`config.mk`:
```
export PLATFORM = sky130hd
export DESIGN_NAME = triangle_tile_shader_top
export DESIGN_NICKNAME = d
export VERILOG_FILES = /design/src/tts_pkg.sv /design/src/triangle_tile_shader_top.sv /design/src/tts_lattice.sv /design/src/tts_classify.sv
export SDC_FILE = /design/constraint.sdc
export NUM_CORES = 1
export LEC_CHECK = 0
export BUFFER_PORTS_ARGS = -buffer_cell sky130_fd_sc_hd__buf_4
export CORE_ASPECT_RATIO = 1.1
export CORE_MARGIN = 8
export CORE_UTILIZATION = 35
export DETAILED_ROUTE_END_ITERATION = 16
export PLACE_DENSITY = 0.49
export SLEW_MARGIN = 20
export SYNTH_ARGS = -nofsm -noshare
export SYNTH_HDL_FRONTEND = slang
export SYNTH_SLANG_ARGS = --single-unit
```
`constraint.sdc`:
```
create_clock -name clk_i -period 13.4 [get_ports clk_i]
set_clock_uncertainty 0.2 [all_clocks]
set_input_delay 4.02 -clock clk_i [delete_from_list [all_inputs] [get_ports clk_i]]
set_output_delay 4.02 -clock clk_i [all_outputs]
set_load 0.1 [all_outputs]
```
`src/tts_pkg.sv`:
```
// ----------------------------------------------------------------------------
// tts_pkg
// Shared widths, types and helpers for the triangle tile shader.
// ----------------------------------------------------------------------------
`default_nettype none

package tts_pkg;

  // Cell size in sub-pixels and palette size
  localparam int CELL_WIDTH_PX  = 2;
  localparam int CELL_HEIGHT_PX = 4;
  localparam int PALETTE_SIZE   = 6;

  localparam int FRAC_BITS = 16;
  localparam int COORD_W   = 10;
  localparam int INV_W     = 16;
  localparam int OUT_W     = 11;

  // Signed widths of the datapath, with margin for cell sizes up to 8
  localparam int DX_W  = COORD_W + 1;
  localparam int PX_W  = DX_W + 4;
  localparam int B_W   = PX_W + INV_W + 1;
  localparam int A_W   = B_W + 1;
  localparam int COL_W = A_W - FRAC_BITS;
  localparam int ROW_W = B_W - FRAC_BITS;
  localparam int SUM_W = COL_W + 3;

  // Multiple of the palette size that lifts any sum above zero
  localparam int SUM_BIAS = PALETTE_SIZE * (1 << (SUM_W - 4));

  localparam int OUT_MAX = (1 << (OUT_W - 1)) - 1;
  localparam int OUT_MIN = -(1 << (OUT_W - 1));

  typedef enum logic [1:0] {
    CFG_ORIGIN_COL = 2'd0,
    CFG_ORIGIN_ROW = 2'd1,
    CFG_INV_SIDE   = 2'd2,
    CFG_INV_HEIGHT = 2'd3
  } cfg_idx_e;

  // Skewed lattice coordinates in signed Q.16
  typedef struct packed {
    logic signed [A_W-1:0] a;
    logic signed [B_W-1:0] b;
  } lattice_t;

  typedef struct packed {
    logic [OUT_W-1:0] tri_col;
    logic [OUT_W-1:0] tri_row;
    logic             upward;
    logic [2:0]       color_index;
  } result_t;

  // Residue mod 3: base-4 digits all weigh 1 mod 3
  function automatic logic [1:0] mod3(input logic [SUM_W-1:0] v);
    logic [4:0] s1;
    logic [2:0] s2;
    logic [1:0] r;
    s1 = '0;
    for (int i = 0; i < SUM_W / 2; i++) begin
      s1 = s1 + 5'(v[2*i +: 2]);
    end
    s2 = 3'(s1[1:0]) + 3'(s1[3:2]) + 3'(s1[4]);
    if (s2 >= 3'd6) begin
      r = 2'(s2 - 3'd6);
    end else if (s2 >= 3'd3) begin
      r = 2'(s2 - 3'd3);
    end else begin
      r = s2[1:0];
    end
    return r;
  endfunction

endpackage

`default_nettype wire

```
`src/triangle_tile_shader_top.sv`:
```
// ----------------------------------------------------------------------------
// triangle_tile_shader_top
// Maps a screen cell to its triangle lattice cell and palette entry.
//
// Input stream carries one screen cell per transaction (screen_x, screen_y);
// output stream returns one result per input in the same order: lattice
// column and row (saturated to 11 bits), the upward flag on tuser and the
// palette index 0..5. Registers loaded on the write port: origin column,
// origin row, 1/side and 1/height in Q0.16. The user loads them only while
// the block is idle; the block itself does not enforce this.
//
// Three register stages: input, lattice coordinates, result. Throughput is
// one item per clock while the receiver keeps tready high. The critical path
// is the offset subtract, one 15x17 multiply and the skew subtract in the
// lattice stage. Each stage moves whenever the stage after it is empty or
// moving, so a stalled receiver fills the pipe and then drops s_axis tready;
// bubbles are still absorbed while the output waits.
// Reset clears all valid bits and loads the default registers
// (origin 0/0, inv_side 4096, inv_height 4730).
// ----------------------------------------------------------------------------
`default_nettype none

module triangle_tile_shader_top (
  input  wire logic        clk_i,
  input  wire logic        rst_ni,
  input  wire logic        cfg_we_i,
  input  wire logic [1:0]  cfg_addr_i,
  input  wire logic [15:0] cfg_wdata_i,
  input  wire logic        s_axis_tvalid_i,
  output logic             s_axis_tready_o,
  input  wire logic [23:0] s_axis_tdata_i,   // screen_x[9:0], screen_y[19:10], zero pad
  output logic             m_axis_tvalid_o,
  input  wire logic        m_axis_tready_i,
  output logic [31:0]      m_axis_tdata_o,   // tri_col[10:0], tri_row[21:11],
                                             // color_index[24:22], zero pad
  output logic             m_axis_tuser_o    // upward
);

  logic [tts_pkg::COORD_W-1:0] origin_col_q, origin_row_q;
  logic [tts_pkg::INV_W-1:0]   inv_side_q, inv_height_q;

  logic                        s1_valid_q, s2_valid_q, out_valid_q;
  logic                        s1_ready, s2_ready, out_ready;
  logic [tts_pkg::COORD_W-1:0] x_q, y_q;
  tts_pkg::lattice_t           lattice_d, lattice_q;
  tts_pkg::result_t            res_d, res_q;

  always_ff @(posedge clk_i or negedge rst_ni) begin
    if (!rst_ni) begin
      origin_col_q <= '0;
      origin_row_q <= '0;
      inv_side_q   <= 16'd4096;
      inv_height_q <= 16'd4730;
    end else if (cfg_we_i) begin
      unique case (tts_pkg::cfg_idx_e'(cfg_addr_i))
        tts_pkg::CFG_ORIGIN_COL: origin_col_q <= cfg_wdata_i[tts_pkg::COORD_W-1:0];
        tts_pkg::CFG_ORIGIN_ROW: origin_row_q <= cfg_wdata_i[tts_pkg::COORD_W-1:0];
        tts_pkg::CFG_INV_SIDE:   inv_side_q   <= cfg_wdata_i;
        tts_pkg::CFG_INV_HEIGHT: inv_height_q <= cfg_wdata_i;
      endcase
    end
  end

  assign out_ready = !out_valid_q || m_axis_tready_i;
  assign s2_ready  = !s2_valid_q || out_ready;
  assign s1_ready  = !s1_valid_q || s2_ready;

  tts_lattice u_lattice (
    .screen_x_i   (x_q),
    .screen_y_i   (y_q),
    .origin_col_i (origin_col_q),
    .origin_row_i (origin_row_q),
    .inv_side_i   (inv_side_q),
    .inv_height_i (inv_height_q),
    .lattice_o    (lattice_d)
  );

  tts_classify u_classify (
    .lattice_i (lattice_q),
    .result_o  (res_d)
  );

  always_ff @(posedge clk_i or negedge rst_ni) begin
    if (!rst_ni) begin
      s1_valid_q  <= 1'b0;
      s2_valid_q  <= 1'b0;
      out_valid_q <= 1'b0;
    end else begin
      if (s1_ready) begin
        s1_valid_q <= s_axis_tvalid_i;
      end
      if (s2_ready) begin
        s2_valid_q <= s1_valid_q;
      end
      if (out_ready) begin
        out_valid_q <= s2_valid_q;
      end
    end
  end

  always_ff @(posedge clk_i) begin
    if (s1_ready && s_axis_tvalid_i) begin
      x_q <= s_axis_tdata_i[9:0];
      y_q <= s_axis_tdata_i[19:10];
    end
    if (s2_ready && s1_valid_q) begin
      lattice_q <= lattice_d;
    end
    if (out_ready && s2_valid_q) begin
      res_q <= res_d;
    end
  end

  assign s_axis_tready_o = s1_ready;
  assign m_axis_tvalid_o = out_valid_q;
  assign m_axis_tdata_o  = {7'd0, res_q.color_index, res_q.tri_row, res_q.tri_col};
  assign m_axis_tuser_o  = res_q.upward;

  a_s1_fill: assert property (@(posedge clk_i) disable iff (!rst_ni)
    s_axis_tvalid_i && s_axis_tready_o |=> s1_valid_q)
    else $error("accepted item did not enter the input stage");

  a_out_fill: assert property (@(posedge clk_i) disable iff (!rst_ni)
    s2_valid_q && out_ready |=> out_valid_q)
    else $error("lattice stage item lost on its way to the output");

  a_full_stall: assert property (@(posedge clk_i) disable iff (!rst_ni)
    s1_valid_q && s2_valid_q && out_valid_q && !m_axis_tready_i |-> !s_axis_tready_o)
    else $error("input accepted while the pipeline is full and stalled");

  a_color_range: assert property (@(posedge clk_i) disable iff (!rst_ni)
    out_valid_q |-> res_q.color_index <= 3'd5)
    else $error("palette index out of range");

endmodule

`default_nettype wire

```
`src/tts_lattice.sv`:
```
// ----------------------------------------------------------------------------
// tts_lattice
// Origin offset, cell scaling and skew into lattice coordinates a and b.
// ----------------------------------------------------------------------------
`default_nettype none

module tts_lattice (
  input  wire logic [tts_pkg::COORD_W-1:0] screen_x_i,
  input  wire logic [tts_pkg::COORD_W-1:0] screen_y_i,
  input  wire logic [tts_pkg::COORD_W-1:0] origin_col_i,
  input  wire logic [tts_pkg::COORD_W-1:0] origin_row_i,
  input  wire logic [tts_pkg::INV_W-1:0]   inv_side_i,
  input  wire logic [tts_pkg::INV_W-1:0]   inv_height_i,
  output tts_pkg::lattice_t                lattice_o
);

  logic signed [tts_pkg::DX_W-1:0] dx, dy;
  logic signed [tts_pkg::PX_W-1:0] px, py;
  logic signed [tts_pkg::B_W-1:0]  b, pa;

  assign dx = $signed({1'b0, screen_x_i}) - $signed({1'b0, origin_col_i});
  assign dy = $signed({1'b0, screen_y_i}) - $signed({1'b0, origin_row_i});

  assign px = tts_pkg::PX_W'(dx) * $signed(tts_pkg::PX_W'(tts_pkg::CELL_WIDTH_PX));
  assign py = tts_pkg::PX_W'(dy) * $signed(tts_pkg::PX_W'(tts_pkg::CELL_HEIGHT_PX));

  assign b  = tts_pkg::B_W'(py) * tts_pkg::B_W'($signed({1'b0, inv_height_i}));
  assign pa = tts_pkg::B_W'(px) * tts_pkg::B_W'($signed({1'b0, inv_side_i}));

  // b >>> 1 is floor(b / 2)
  assign lattice_o.b = b;
  assign lattice_o.a = tts_pkg::A_W'(pa) - tts_pkg::A_W'(b >>> 1);

endmodule

`default_nettype wire

```
`src/tts_classify.sv`:
```
// ----------------------------------------------------------------------------
// tts_classify
// Floors lattice coordinates, finds orientation and picks the palette entry.
// ----------------------------------------------------------------------------
`default_nettype none

module tts_classify (
  input  tts_pkg::lattice_t lattice_i,
  output tts_pkg::result_t  result_o
);

  logic signed [tts_pkg::COL_W-1:0] col;
  logic signed [tts_pkg::ROW_W-1:0] row;
  logic [tts_pkg::FRAC_BITS:0]      frac_sum;
  logic                             up;
  logic signed [tts_pkg::SUM_W-1:0] col_ext, row_ext, sum;
  logic [tts_pkg::SUM_W-1:0]        biased;
  logic [1:0]                       r3;

  function automatic logic [tts_pkg::OUT_W-1:0] sat_out(
    input logic signed [tts_pkg::COL_W-1:0] v
  );
    logic [tts_pkg::OUT_W-1:0] r;
    if (v > $signed(tts_pkg::COL_W'(tts_pkg::OUT_MAX))) begin
      r = tts_pkg::OUT_W'(tts_pkg::OUT_MAX);
    end else if (v < $signed(tts_pkg::COL_W'(tts_pkg::OUT_MIN))) begin
      r = tts_pkg::OUT_W'(tts_pkg::OUT_MIN);
    end else begin
      r = v[tts_pkg::OUT_W-1:0];
    end
    return r;
  endfunction

  assign col = lattice_i.a[tts_pkg::A_W-1:tts_pkg::FRAC_BITS];
  assign row = lattice_i.b[tts_pkg::B_W-1:tts_pkg::FRAC_BITS];

  assign frac_sum = {1'b0, lattice_i.a[tts_pkg::FRAC_BITS-1:0]}
                  + {1'b0, lattice_i.b[tts_pkg::FRAC_BITS-1:0]};
  assign up = frac_sum[tts_pkg::FRAC_BITS];

  assign col_ext = tts_pkg::SUM_W'(col);
  assign row_ext = tts_pkg::SUM_W'(row);
  assign sum     = col_ext + (row_ext <<< 1) + $signed({{(tts_pkg::SUM_W-1){1'b0}}, up});
  // bias is a multiple of 6, keeps the residue and makes the value positive
  assign biased  = sum + tts_pkg::SUM_W'(tts_pkg::SUM_BIAS);
  assign r3      = tts_pkg::mod3(biased);

  // combine mod 2 and mod 3 residues
  always_comb begin
    result_o.tri_col = sat_out(col);
    result_o.tri_row = sat_out(tts_pkg::COL_W'(row));
    result_o.upward  = up;
    if (r3[0] == biased[0]) begin
      result_o.color_index = {1'b0, r3};
    end else begin
      result_o.color_index = {1'b0, r3} + 3'd3;
    end
  end

endmodule

`default_nettype wire

```
==> results.md, run 1 <==
* Status: completed
* First-pass iteration count of the detailed router at 5
* Dominant cell type by area after synthesis: sky130_fd_sc_hd__fa_1
* Warnings, synthesis at 0
* Min Clock Period, post-route at about 10 ns
* Longest Clk Path Bufs at 2
* Count of hold buffers inserted by post-cts repair at 0
* Number of design rule violations left after detail routing at 0
* Top cell type's share of synthesized area at 0.253
* Remaining number of nets flagged by the antenna check after routing at 0
* Crit. path cell count at 35
* Floorplan row count at 95
* Number of distinct library cells after synthesis at 79
* Global-route wire length before repair at 86600 um
* Transition time at the pin with the least slew margin at 1.05 ns
* Die Y-Extent at 276 um
* Port Buffer Count at 70
* Clock input transition at the sequential cells of the worst setup and hold paths at ~0.06 ns
* Effective utilization at floorplan at 0.353
* Vias in the first global route at 16368
* Via density at 4.81
* Worst rel slew slack at 0.297
* CP bufs+invs at 4
* Count of clock tree sinks at 157
* Mapped cell area at ~22000 sq um
* Final cell count without fillers at 3126
* Fraction of the yosys area taken by sequential cells at 0.207
* Leading cell types in the layout, fill and taps excluded: 434 x sky130_fd_sc_hd__inv_1, 272 x sky130_fd_sc_hd__fa_1, 247 x sky130_fd_sc_hd__ha_1
* Primary FF master, synth: sky130_fd_sc_hd__edfxtp_1
* Largest net degree at the start of global routing at 57
* Data arrival time of the critical path at 10.09 ns
* Met1 demand-to-capacity share in global routing at 0.195
* Number of buffers inserted by post-CTS setup repair at 0
* Final setup violating endpoints at 0
* Antenna diodes at 0
* Count of final hold-check violations at 0
* Post-Route Setup TNS at 0 ns
* Die width at 252 um
* RSZ-0062 raised after global routing: no
* Kind of end point of the critical path: flop
* Slowest CP cell: sky130_fd_sc_hd__o21a_1
* Root buffer cell: sky130_fd_sc_hd__clkbuf_16
* Htree depth at 4
* Placed wire-length estimate at between 40000 and 50000 um
* Most frequent CP cell: sky130_fd_sc_hd__fa_1
* Type of element launching the critical path: flop
* Worst-path fanout max at 17
* Cell family with most CP delay: adder cells
* Cell types with the largest area share after synthesis: sky130_fd_sc_hd__fa_1 25%, sky130_fd_sc_hd__ha_1 14%, sky130_fd_sc_hd__edfxtp_1 14%
* Synth-to-Final Area Change at 9.30%
* Insertion delay to the later sink of the worst-skew pair at around 0.48 ns
* Cells on Worst Hold Path at 1
* Die Outline Area at 69700 sq um
* Most used routing layer: met2
* Worst Reg-to-Reg Cells at 35
* Number of primary I/O pins at 82
* Post-Synthesis Mean Instance Area at approximately 9.6 sq um
* Commonest non-fill, non-tap cell in the layout: sky130_fd_sc_hd__inv_1
* Endpoint required time on the critical path at 13.42 ns
* Number of buffers inserted during clock tree synthesis at 17
* Final wirelength at a little over 50000 um
* Critical setup path kind: flop to flop
* Post-placement cell count at 3094
* Yosys reg bits at about 160
* CP peak stage delay at between 0.6 and 0.7 ns
* Clock tree from TritonCTS: done
* Met3 track demand over resource in global routing at 0.0292
* Remaining Overflow, GRT at 0
* Worst-case hold slack at approximately 0.28 ns
* Overall fraction of global-route tracks in use at 0.156
* Proportion of layout cells with a drive suffix above 1 at 0.0847
* Max-Cap Viols at 0
* Async set or reset register ratio after synthesis at 0.350
* Period Utilization, post-route at 0.751
* Placeable Area at 61000 sq um
* WL/cell at around 17 um
* Global routing met2 resource utilization at 0.264
* Max-slew violation count at 0
* RePlAce Congestion at 0.818
* Total number of vias at ~15000
* CTS resizes at 0
* Initial antenna violation count at 1
* Achievable clock frequency at 99.4 MHz
* Number of enable-type register cells in the synthesized netlist at 102
* First-iteration detailed-routing DRC count at 646
* Net count of the finished layout at approximately 2900
* Post-Synthesis Cells at approximately 2300
* Type of the most critical hold path: flop to flop
-- registers in the layout, indices dropped and copies added, names as in the netlist, 10 cells and up --
signal / cells
y_q: 10
x_q: 10
inv_height_q: 16
m_axis_tdata_o: 25
inv_side_q: 16
origin_col_q: 10
lattice_q: 56
origin_row_q: 10
-- worst register-to-register path: cells and delay by family, from the launching register on --
family | cells | cell delay [ns]
xor gates and xnor gates | 2 | 0.43
buffers and inverters | 4 | 0.36
and+or+nand+nor | 5 | 0.89
AOI/OAI and AO/OA | 15 | 3.63
adders and majority gates | 9 | 3.92
DFF | 1 | 0.38
-- area by class of cell --
class / instances / area [sq um]
Clock buffer: 20 / 437
Clock inverter: 12 / 158
Fill cell: 6166 / 37500
Tap cell: 824 / 1030
Timing Repair Buffer: 87 / 653
Multi-Input combinational cell: 1592 / 15200
Sequential cell: 157 / 4450
Inverter: 434 / 1630
-- cells by family after synthesis --
| kind of cell | Yosys count | share of synthesized area |
|---|---|---|
| simple gates | 621 | 0.147 |
| fa+ha+maj | 519 | 0.397 |
| buf+inv | 509 | 0.0905 |
| compound gates | 296 | 0.0939 |
| flops | 157 | 0.207 |
| xor+xnor | 101 | 0.0411 |
| mux | 45 | 0.0235 |
| other cells | 2 | 0.000349 |
-- layer usage --
| layer | part of all wire | wire length [um] | vias to the layer above |
|---|---|---|---|
| met3 | 0.040 | 2080 | 61 |
| met2 | 0.48 | 24800 | 277 |
| met5 | 0 | 0 | - |
| met1 | 0.45 | 23300 | 7392 |
| met4 | 0.031 | 1600 | 0 |
| li1 | - | - | 7306 |
-- path summary, 6_finish.rpt --
check	from	to	slack, ns
min in group asynchronous	rst_ni	origin_col_q[8]	3.44
hold / removal	s1_valid_q	s2_valid_q	0.28
setup reg to reg	origin_row_q[0]	lattice_q[58]	3.33
max in group asynchronous	rst_ni	origin_row_q[3]	8.98
setup / recovery	origin_row_q[0]	lattice_q[58]	3.33
hold reg to reg	s1_valid_q	s2_valid_q	0.28
-- stage by stage --
| stage | utilization | cell area, sq um | worst slack, ns |
|---|---|---|---|
| 6_report | 0.386 | 23500 | 3.33 |
| 5_1_grt | 0.386 | 23500 | 2.52 |
| 4_1_cts | 0.386 | 23500 | 3.10 |
| 3_5_place_dp | 0.376 | 22900 | 3.15 |
| 3_3_place_gp | 0.376 | 22900 | 3.32 |
| 2_1_floorplan | - | 21600 | 4.26 |
-- Yosys cell counts (all sizes together), types with 36 or more instances --
master,instances
a21o,39
a21oi,65
and2,129
clkbuf,64
dfrtp,47
edfxtp,102
fa,272
ha,247
inv,434
mux2,44
nand2,199
nor2,71
nor2b,67
nor3,37
o21a,36
o21ai,55
xnor2,65
xor2,36
Power of run 1 is left out: the tool's default activity adds up to more than one toggle a clock period on the data nets, which glitch-free logic cannot reach.
==> run 2: changes to the inputs <==
--- a/config.mk
+++ b/config.mk
@@ -10,7 +10,7 @@
 export CORE_MARGIN = 8
 export CORE_UTILIZATION = 35
 export DETAILED_ROUTE_END_ITERATION = 16
-export PLACE_DENSITY = 0.49
+export PLACE_DENSITY = 0.51
 export SLEW_MARGIN = 20
 export SYNTH_ARGS = -nofsm -noshare
 export SYNTH_HDL_FRONTEND = slang
==> constraint.sdc (replaced) <==
create_clock -name clk_i -period 8.2 [get_ports clk_i]
set_clock_uncertainty 0.2 [all_clocks]
set_input_delay 2.46 -clock clk_i [delete_from_list [all_inputs] [get_ports clk_i]]
set_output_delay 2.46 -clock clk_i [all_outputs]
set_load 0.1 [all_outputs]
==> run 2 against run 1 <==
The flow now finishes with violations (setup timing). Via count increased by 9.6%. Fmax increased by 15%. Worst hold slack gained 0.0082 ns. Non-clock buffer count grew 338. Core utilization rose by 7.1 points. First-iteration DRC count increased by 1.2%. Die area stayed put. Register-to-register slack got worse by 3.9 ns. Sequential cell count unchanged. Final area grew 18%. Setup slack worse by 3.9 ns. Count of clock-buffer cells in the layout fell by 1.
==> results.md, run 2 (same netlist as run 1, synthesis figures left out) <==
* Max-Cap Viols at 0
* Max-slew violation count at 0
* Leading cell types in the layout, fill and taps excluded: 400 x sky130_fd_sc_hd__inv_1, 391 x sky130_fd_sc_hd__buf_4, 253 x sky130_fd_sc_hd__fa_1
* Final cell count without fillers at 3464
* Insertion delay to the later sink of the worst-skew pair at between 0.4 and 0.5 ns
* Count of final hold-check violations at 0
* Transition time at the pin with the least slew margin at 0.984 ns
* Worst Reg-to-Reg Cells at 38
* First-pass iteration count of the detailed router at 5
* Number of primary I/O pins at 82
* Port Buffer Count at 70
* Synth-to-Final Area Change at 29.4%
* Worst Slack Setup Final at -0.584 ns
* Antenna diodes at 0
* Top reg by flops: lattice_q
* Worst hold path startpoint: s1_valid_q
* Final core utilization at 0.457
* CP peak stage delay at 0.57 ns
* Placeable Area at 61000 sq um
* Root buffer cell: sky130_fd_sc_hd__clkbuf_16
* Die width at about 250 um
* Cells on Worst Hold Path at 1
* Type of the most critical hold path: flop to flop
* WL/cell at 15.5 um
* Htree depth at 4
* Most frequent CP cell: sky130_fd_sc_hd__fa_2
* Remaining Overflow, GRT at 0
* Count of clock tree sinks at around 160
* Overall fraction of global-route tracks in use at 0.161
* Net count of the finished layout at 3193
* Number of buffers inserted during clock tree synthesis at 17
* Worst hold endpoint: s2_valid_q
* Die Y-Extent at 276 um
* Global-route wire length before repair at 90900 um
* Violated checks: setup timing
* Clock tree from TritonCTS: done
* Floorplan row count at 95
* Worst reg2reg path endpoint: m_axis_tdata_o[23]
* Largest net degree at the start of global routing at between 50 and 60
* Data arrival time of the critical path at 8.81 ns
* Die Outline Area at approximately 70000 sq um
* RePlAce Congestion at 0.847
* First-iteration detailed-routing DRC count at 654
* Total number of vias at 16480
* Slowest CP cell: sky130_fd_sc_hd__fa_1
* Remaining number of nets flagged by the antenna check after routing at 0
* Type of element launching the critical path: flop
* Status: complete, but fails checks
* Via density at roughly 4.8
* Longest Clk Path Bufs at 2
* Final setup violating endpoints at 6
* Slack of the worst reg-to-reg path at -0.58 ns
* Number of design rule violations left after detail routing at 0
* Largest register FFs at 56
* Worst rel slew slack at 0.341
* Achievable clock frequency at 114 MHz
* Endpoint required time on the critical path at 8.23 ns
* Effective utilization at floorplan at 0.353
* Post-placement cell count at 3378
* Clock input transition at the sequential cells of the worst setup and hold paths at 0.07 ns
* Critical setup path kind: flop to flop
* Commonest non-fill, non-tap cell in the layout: sky130_fd_sc_hd__inv_1
* Proportion of layout cells with a drive suffix above 1 at 0.309
* RR Startpoint: lattice_q[35]
* Initial antenna violation count at 0
* Worst-path fanout max at 5
* Vias in the first global route at 18131
* RSZ-0062 raised after global routing: yes
* Kind of end point of the critical path: flop
* Final wirelength at between 50000 and 60000 um
* Worst-case hold slack at about 0.29 ns
* Placed wire-length estimate at roughly 44000 um
* Min Clock Period, post-route at 8.78 ns
* Period Utilization, post-route at 1.07
* Layout fillers at 5762
## run 2: cell types whose count changed in the layout (fill, tap and decap cells not counted), moves of 20 or more
cell,delta
sky130_fd_sc_hd__inv_1,-34
sky130_fd_sc_hd__ha_4,+34
sky130_fd_sc_hd__a21oi_1,-36
sky130_fd_sc_hd__a21oi_2,+28
sky130_fd_sc_hd__o21ai_0,-31
sky130_fd_sc_hd__buf_6,+34
sky130_fd_sc_hd__buf_4,+304
sky130_fd_sc_hd__ha_1,-38
sky130_fd_sc_hd__inv_2,+32
sky130_fd_sc_hd__o21ai_2,+20
## run 2: area by class of cell
| type | count | area, sq um | area share |
|---|---|---|---|
| Clock inverter | 13 | 104 | 0.00373 |
| Inverter | 434 | 1630 | 0.0587 |
| Tap cell | 824 | 1030 | 0.0370 |
| Multi-Input combinational cell | 1592 | 16900 | 0.606 |
| Timing Repair Buffer | 425 | 3320 | 0.119 |
| Sequential cell | 157 | 4450 | 0.160 |
| Clock buffer | 19 | 433 | 0.0155 |
## run 2: worst max-delay path: cells and delay by family (launching register included)
family          cells  cell delay [ns]
xor+xnor            2             0.17
compound gates     11             1.32
fa+ha+maj          12             4.26
mux                 1             0.06
buf+inv             4             0.33
simple gates        8             1.79
flops               1             0.37
## run 2: metal layers
layer / GRT usage / part of all wire / wire length [um]
met2: 0.288 / 0.51 / 27300
met5: 0 / 0 / 0
met1: 0.194 / 0.44 / 23400
met4: 0.0555 / 0.028 / 1510
met3: 0.0239 / 0.028 / 1510
## run 2: worst max path at each step
stage | startpoint | to | cells past startpoint
5_1_grt | lattice_q[3] | m_axis_tdata_o[23] | 38
3_3_place_gp | y_q[0] | lattice_q[58] | 38
2_1_floorplan | x_q[1] | lattice_q[53] | 34
3_5_place_dp | lattice_q[3] | m_axis_tdata_o[23] | 38
4_1_cts | lattice_q[35] | m_axis_tdata_o[23] | 38
6_report | lattice_q[35] | m_axis_tdata_o[23] | 38
## run 2: what timing repair did
item,CTS,global route
setup endpoints to repair,16,18
hold buffers,0,0
setup buffers,37,31
pin swaps,204,146
gates resized for setup,208,161
## run 2: through the flow
step | setup WS, ns | instance area [sq um] | TNS [ns]
floorplan | -0.00216 | 21800 | -0.00216
global placement | -0.880 | 25200 | -9.60
detailed placement | -0.942 | 25200 | -10.48
CTS | -0.736 | 27000 | -2.47
global route | -1.03 | 27900 | -5.83
finish | -0.584 | 27900 | -1.26
Power of run 2 is left out for the same reason.
==> run 3: changes to the inputs <==
--- a/config.mk
+++ b/config.mk
@@ -5,10 +5,12 @@
 export SDC_FILE = /design/constraint.sdc
 export NUM_CORES = 1
 export LEC_CHECK = 0
+export ABC_AREA = 1
 export BUFFER_PORTS_ARGS = -buffer_cell sky130_fd_sc_hd__buf_4
 export CORE_ASPECT_RATIO = 1.1
 export CORE_MARGIN = 8
 export CORE_UTILIZATION = 35
+export CTS_CLUSTER_DIAMETER = 50
 export DETAILED_ROUTE_END_ITERATION = 16
 export PLACE_DENSITY = 0.51
 export SLEW_MARGIN = 20
==> run 3 against run 2 <==
The flow now finishes without violations. Synthesized area grew 3.6%. Global-route usage grew 1.1 points. Sequential share of layout area grew 1.4 points. Setup slack gained 0.92 ns. Wire length grew 13%. Final area shrank 7.9%. Critical path type unchanged.
==> results.md, run 3 <==
* Met3 wire length at 2370 um
* Post-Synthesis Cells at 2769
* First-iteration detailed-routing DRC count at 808
* Number of distinct library cells after synthesis at 58
* Slowest CP cell: sky130_fd_sc_hd__fa_1
* Clock input transition at the sequential cells of the worst setup and hold paths at about 0.070 ns
* Yosys reg bits at 157
* Vias in the first global route at 18543
* Die width at 257 um
* Final setup violating endpoints at 0
* Worst-path fanout max at 7
* Count of hold buffers inserted by post-cts repair at 0
* Min Clock Period, post-route at between 7 and 8 ns
* Port Buffer Count at 70
* Synth-to-Final Area Change at 15.1%
* Count of clock tree sinks at 157
* Post-Synthesis Mean Instance Area at approximately 8.1 sq um
* Longest Clk Path Bufs at 2
* Period Utilization, post-route at 0.959
* Initial antenna violation count at 0
* Largest register FFs at 56
* Cell family with most CP delay: adder cells
* Top cell type's share of synthesized area at 0.244
* Commonest non-fill, non-tap cell in the layout: sky130_fd_sc_hd__inv_1
* Primary FF master, synth: sky130_fd_sc_hd__edfxtp_1
* Mapped cell area at about 22000 sq um
* Worst hold path startpoint: origin_row_q[5]
* Critical path startpoint: origin_row_q[1]
* RSZ-0062 raised after global routing: yes
* Placeable Area at 63400 sq um
* Most frequent CP cell: sky130_fd_sc_hd__nand2_1
* Post-Route Setup TNS at 0 ns
* Fraction of the yosys area taken by sequential cells at 0.200
* Met2 WL post-DR at roughly 29000 um
* Combinational family with the most area after synthesis: adder cells
* Type of element launching the critical path: flop
* Post-synthesis mux area share at 0
* Warnings, synthesis at 0
* Achievable clock frequency at 127 MHz
* Layout fillers at roughly 6500
* Max-slew violation count at 0
* Worst rel slew slack at 0.359
* Proportion of layout cells with a drive suffix above 1 at 0.142
* Slack of the worst reg-to-reg path at 0.33 ns
* Number of design rule violations left after detail routing at 0
* Dominant cell type by area after synthesis: sky130_fd_sc_hd__fa_1
* Overall fraction of global-route tracks in use at 0.171
* RR Startpoint: origin_row_q[1]
* Remaining Overflow, GRT at 0
* Cell with the most instances after synthesis: sky130_fd_sc_hd__inv_1
* Status: completed
* Final wirelength at between 60000 and 70000 um
* Type of the most critical hold path: flop to flop
* Data arrival time of the critical path at 7.87 ns
* Remaining number of nets flagged by the antenna check after routing at 0
* Async set or reset register ratio after synthesis at 0.350
* Top reg by flops: lattice_q
* Clock tree from TritonCTS: done
* Total number of vias at 17778
* Worst hold endpoint: origin_row_q[5]
* Placed wire-length estimate at 51300 um
* First-pass iteration count of the detailed router at 5
* Global-route wire length before repair at 98100 um
* Transition time at the pin with the least slew margin at 0.958 ns
* Net count of the finished layout at 3482
* Kind of end point of the critical path: flop
* Uppermost signal routing layer after detailed routing: met4
* Adder-cell share of the synthesized area at 0.383
* Htree depth at 4
* Worst Reg-to-Reg Cells at 38
* Worst reg2reg path endpoint: lattice_q[58]
* Endpoint required time on the critical path at between 8 and 9 ns
* RePlAce Congestion at 0.905
* Post-Synth XOR/XNOR Area at 0.0349
* Die Outline Area at slightly above 70000 sq um
* Cell types with the largest area share after synthesis: sky130_fd_sc_hd__fa_1 24%, sky130_fd_sc_hd__ha_1 14%, sky130_fd_sc_hd__edfxtp_1 14%
* Max-Cap Viols at 0
* Leading cell types in the layout, fill and taps excluded: 606 x sky130_fd_sc_hd__inv_1, 579 x sky130_fd_sc_hd__nand2_1, 267 x sky130_fd_sc_hd__fa_1
* Die Y-Extent at ~280 um
* CP peak stage delay at a little over 0.6 ns
* Number of buffers inserted during clock tree synthesis at 17
* Root buffer cell: sky130_fd_sc_hd__clkbuf_16
* Insertion delay to the later sink of the worst-skew pair at 0.48 ns
* WL/cell at 16.0 um
* CP bufs+invs at 8
* Count of final hold-check violations at 0
* Simple-gate portion of the synthesized area at 0.198
* Floorplan row count at 97
* Effective utilization at floorplan at 0.352
* Post-synthesis compound-gate area fraction at 0.0673
* Cells on Worst Hold Path at 2
* Via density at 4.72
* Number of primary I/O pins at 82
* Antenna diodes at 0
* Number of enable-type register cells in the synthesized netlist at 102
* Largest net degree at the start of global routing at 57
* Met1 layer wirelength in the final routing at 27000 um
* Top cells by instance count after synthesis: 615 x sky130_fd_sc_hd__inv_1, 594 x sky130_fd_sc_hd__nand2_1, 272 x sky130_fd_sc_hd__fa_1
* Critical setup path kind: flop to flop
==> run 3: cell count changes after synthesis, sizes merged, moves of 24 or more <==
cell	before	now
nand2b	24	0
nand3	26	101
o21a	36	2
nand2	199	618
inv	434	628
nor2b	67	0
a21o	39	11
a21oi	65	105
and2	129	1
xnor2	65	25
o21ai	55	111
nor2	71	272
mux2	44	0
==> run 3: worst max path at each step <==
stage / endpoint / slack [ns] / depth (start not counted)
final: lattice_q[58] / 0.33 / 38
after global routing: m_axis_tdata_o[23] / -0.10 / 40
after CTS: lattice_q[55] / 0.02 / 35
after detailed placement: lattice_q[55] / -0.07 / 33
after global placement: lattice_q[55] / -0.14 / 35
after floorplan: m_axis_tdata_o[23] / 0.68 / 31
==> run 3: metal layers <==
layer	up-vias	global-route usage
met1	8560	0.219
met2	349	0.294
li1	8782	-
met3	87	0.0239
met4	0	0.0641
met5	-	0
==> run 3: logic make-up (layout without fill, tap and decap cells) <==
family,count (synthesis),count (layout)
xor gates and xnor gates,84,84
adders and majority gates,519,519
AOI/OAI and AO/OA,262,262
other,2,10
DFF,157,157
buffers and inverters,686,838
and+or+nand+nor,1059,1059
==> run 3: metrics by stage <==
step	cells	hold WS, ns	utilization	setup slack (ns)	instance area, sq um
floorplan	2777	0.233	-	0.679	22300
global placement	3717	0.270	0.384	-0.142	24300
detailed placement	3717	0.276	0.384	-0.0690	24300
CTS	3749	0.294	0.393	0.0171	24900
global route	3770	0.312	0.405	-0.102	25700
finish	3770	0.291	0.405	0.332	25700
==> run 3: worst register-to-register path, delay by kind of cell (launching register included) <==
kind / cells / cell delay, ns
xor+xnor: 2 / 0.29
flops: 1 / 0.41
simple gates: 12 / 1.12
buf+inv: 8 / 0.72
fa+ha+maj: 8 / 3.67
compound gates: 8 / 1.20
==> run 3: what timing repair did <==
item                                    in CTS  in global routing
endpoints found under the setup margin       5                 17
gates resized for setup                      5                137
setup buffers                                0                 20
gates cloned                                 0                  0
pin swaps                                    5                 50
==> run 3: final cells by class <==
cell class | count | area, sq um | share of cell area
clock buffer | 18 | 430 | 0.0168
clock inverter | 14 | 143 | 0.00556
inverter | 628 | 2370 | 0.0925
multi-input combinational | 1934 | 15800 | 0.617
sequential | 157 | 4450 | 0.173
tap | 841 | 1050 | 0.0410
timing repair buffer | 178 | 1390 | 0.0540
Power of run 3 is left out for the same reason.
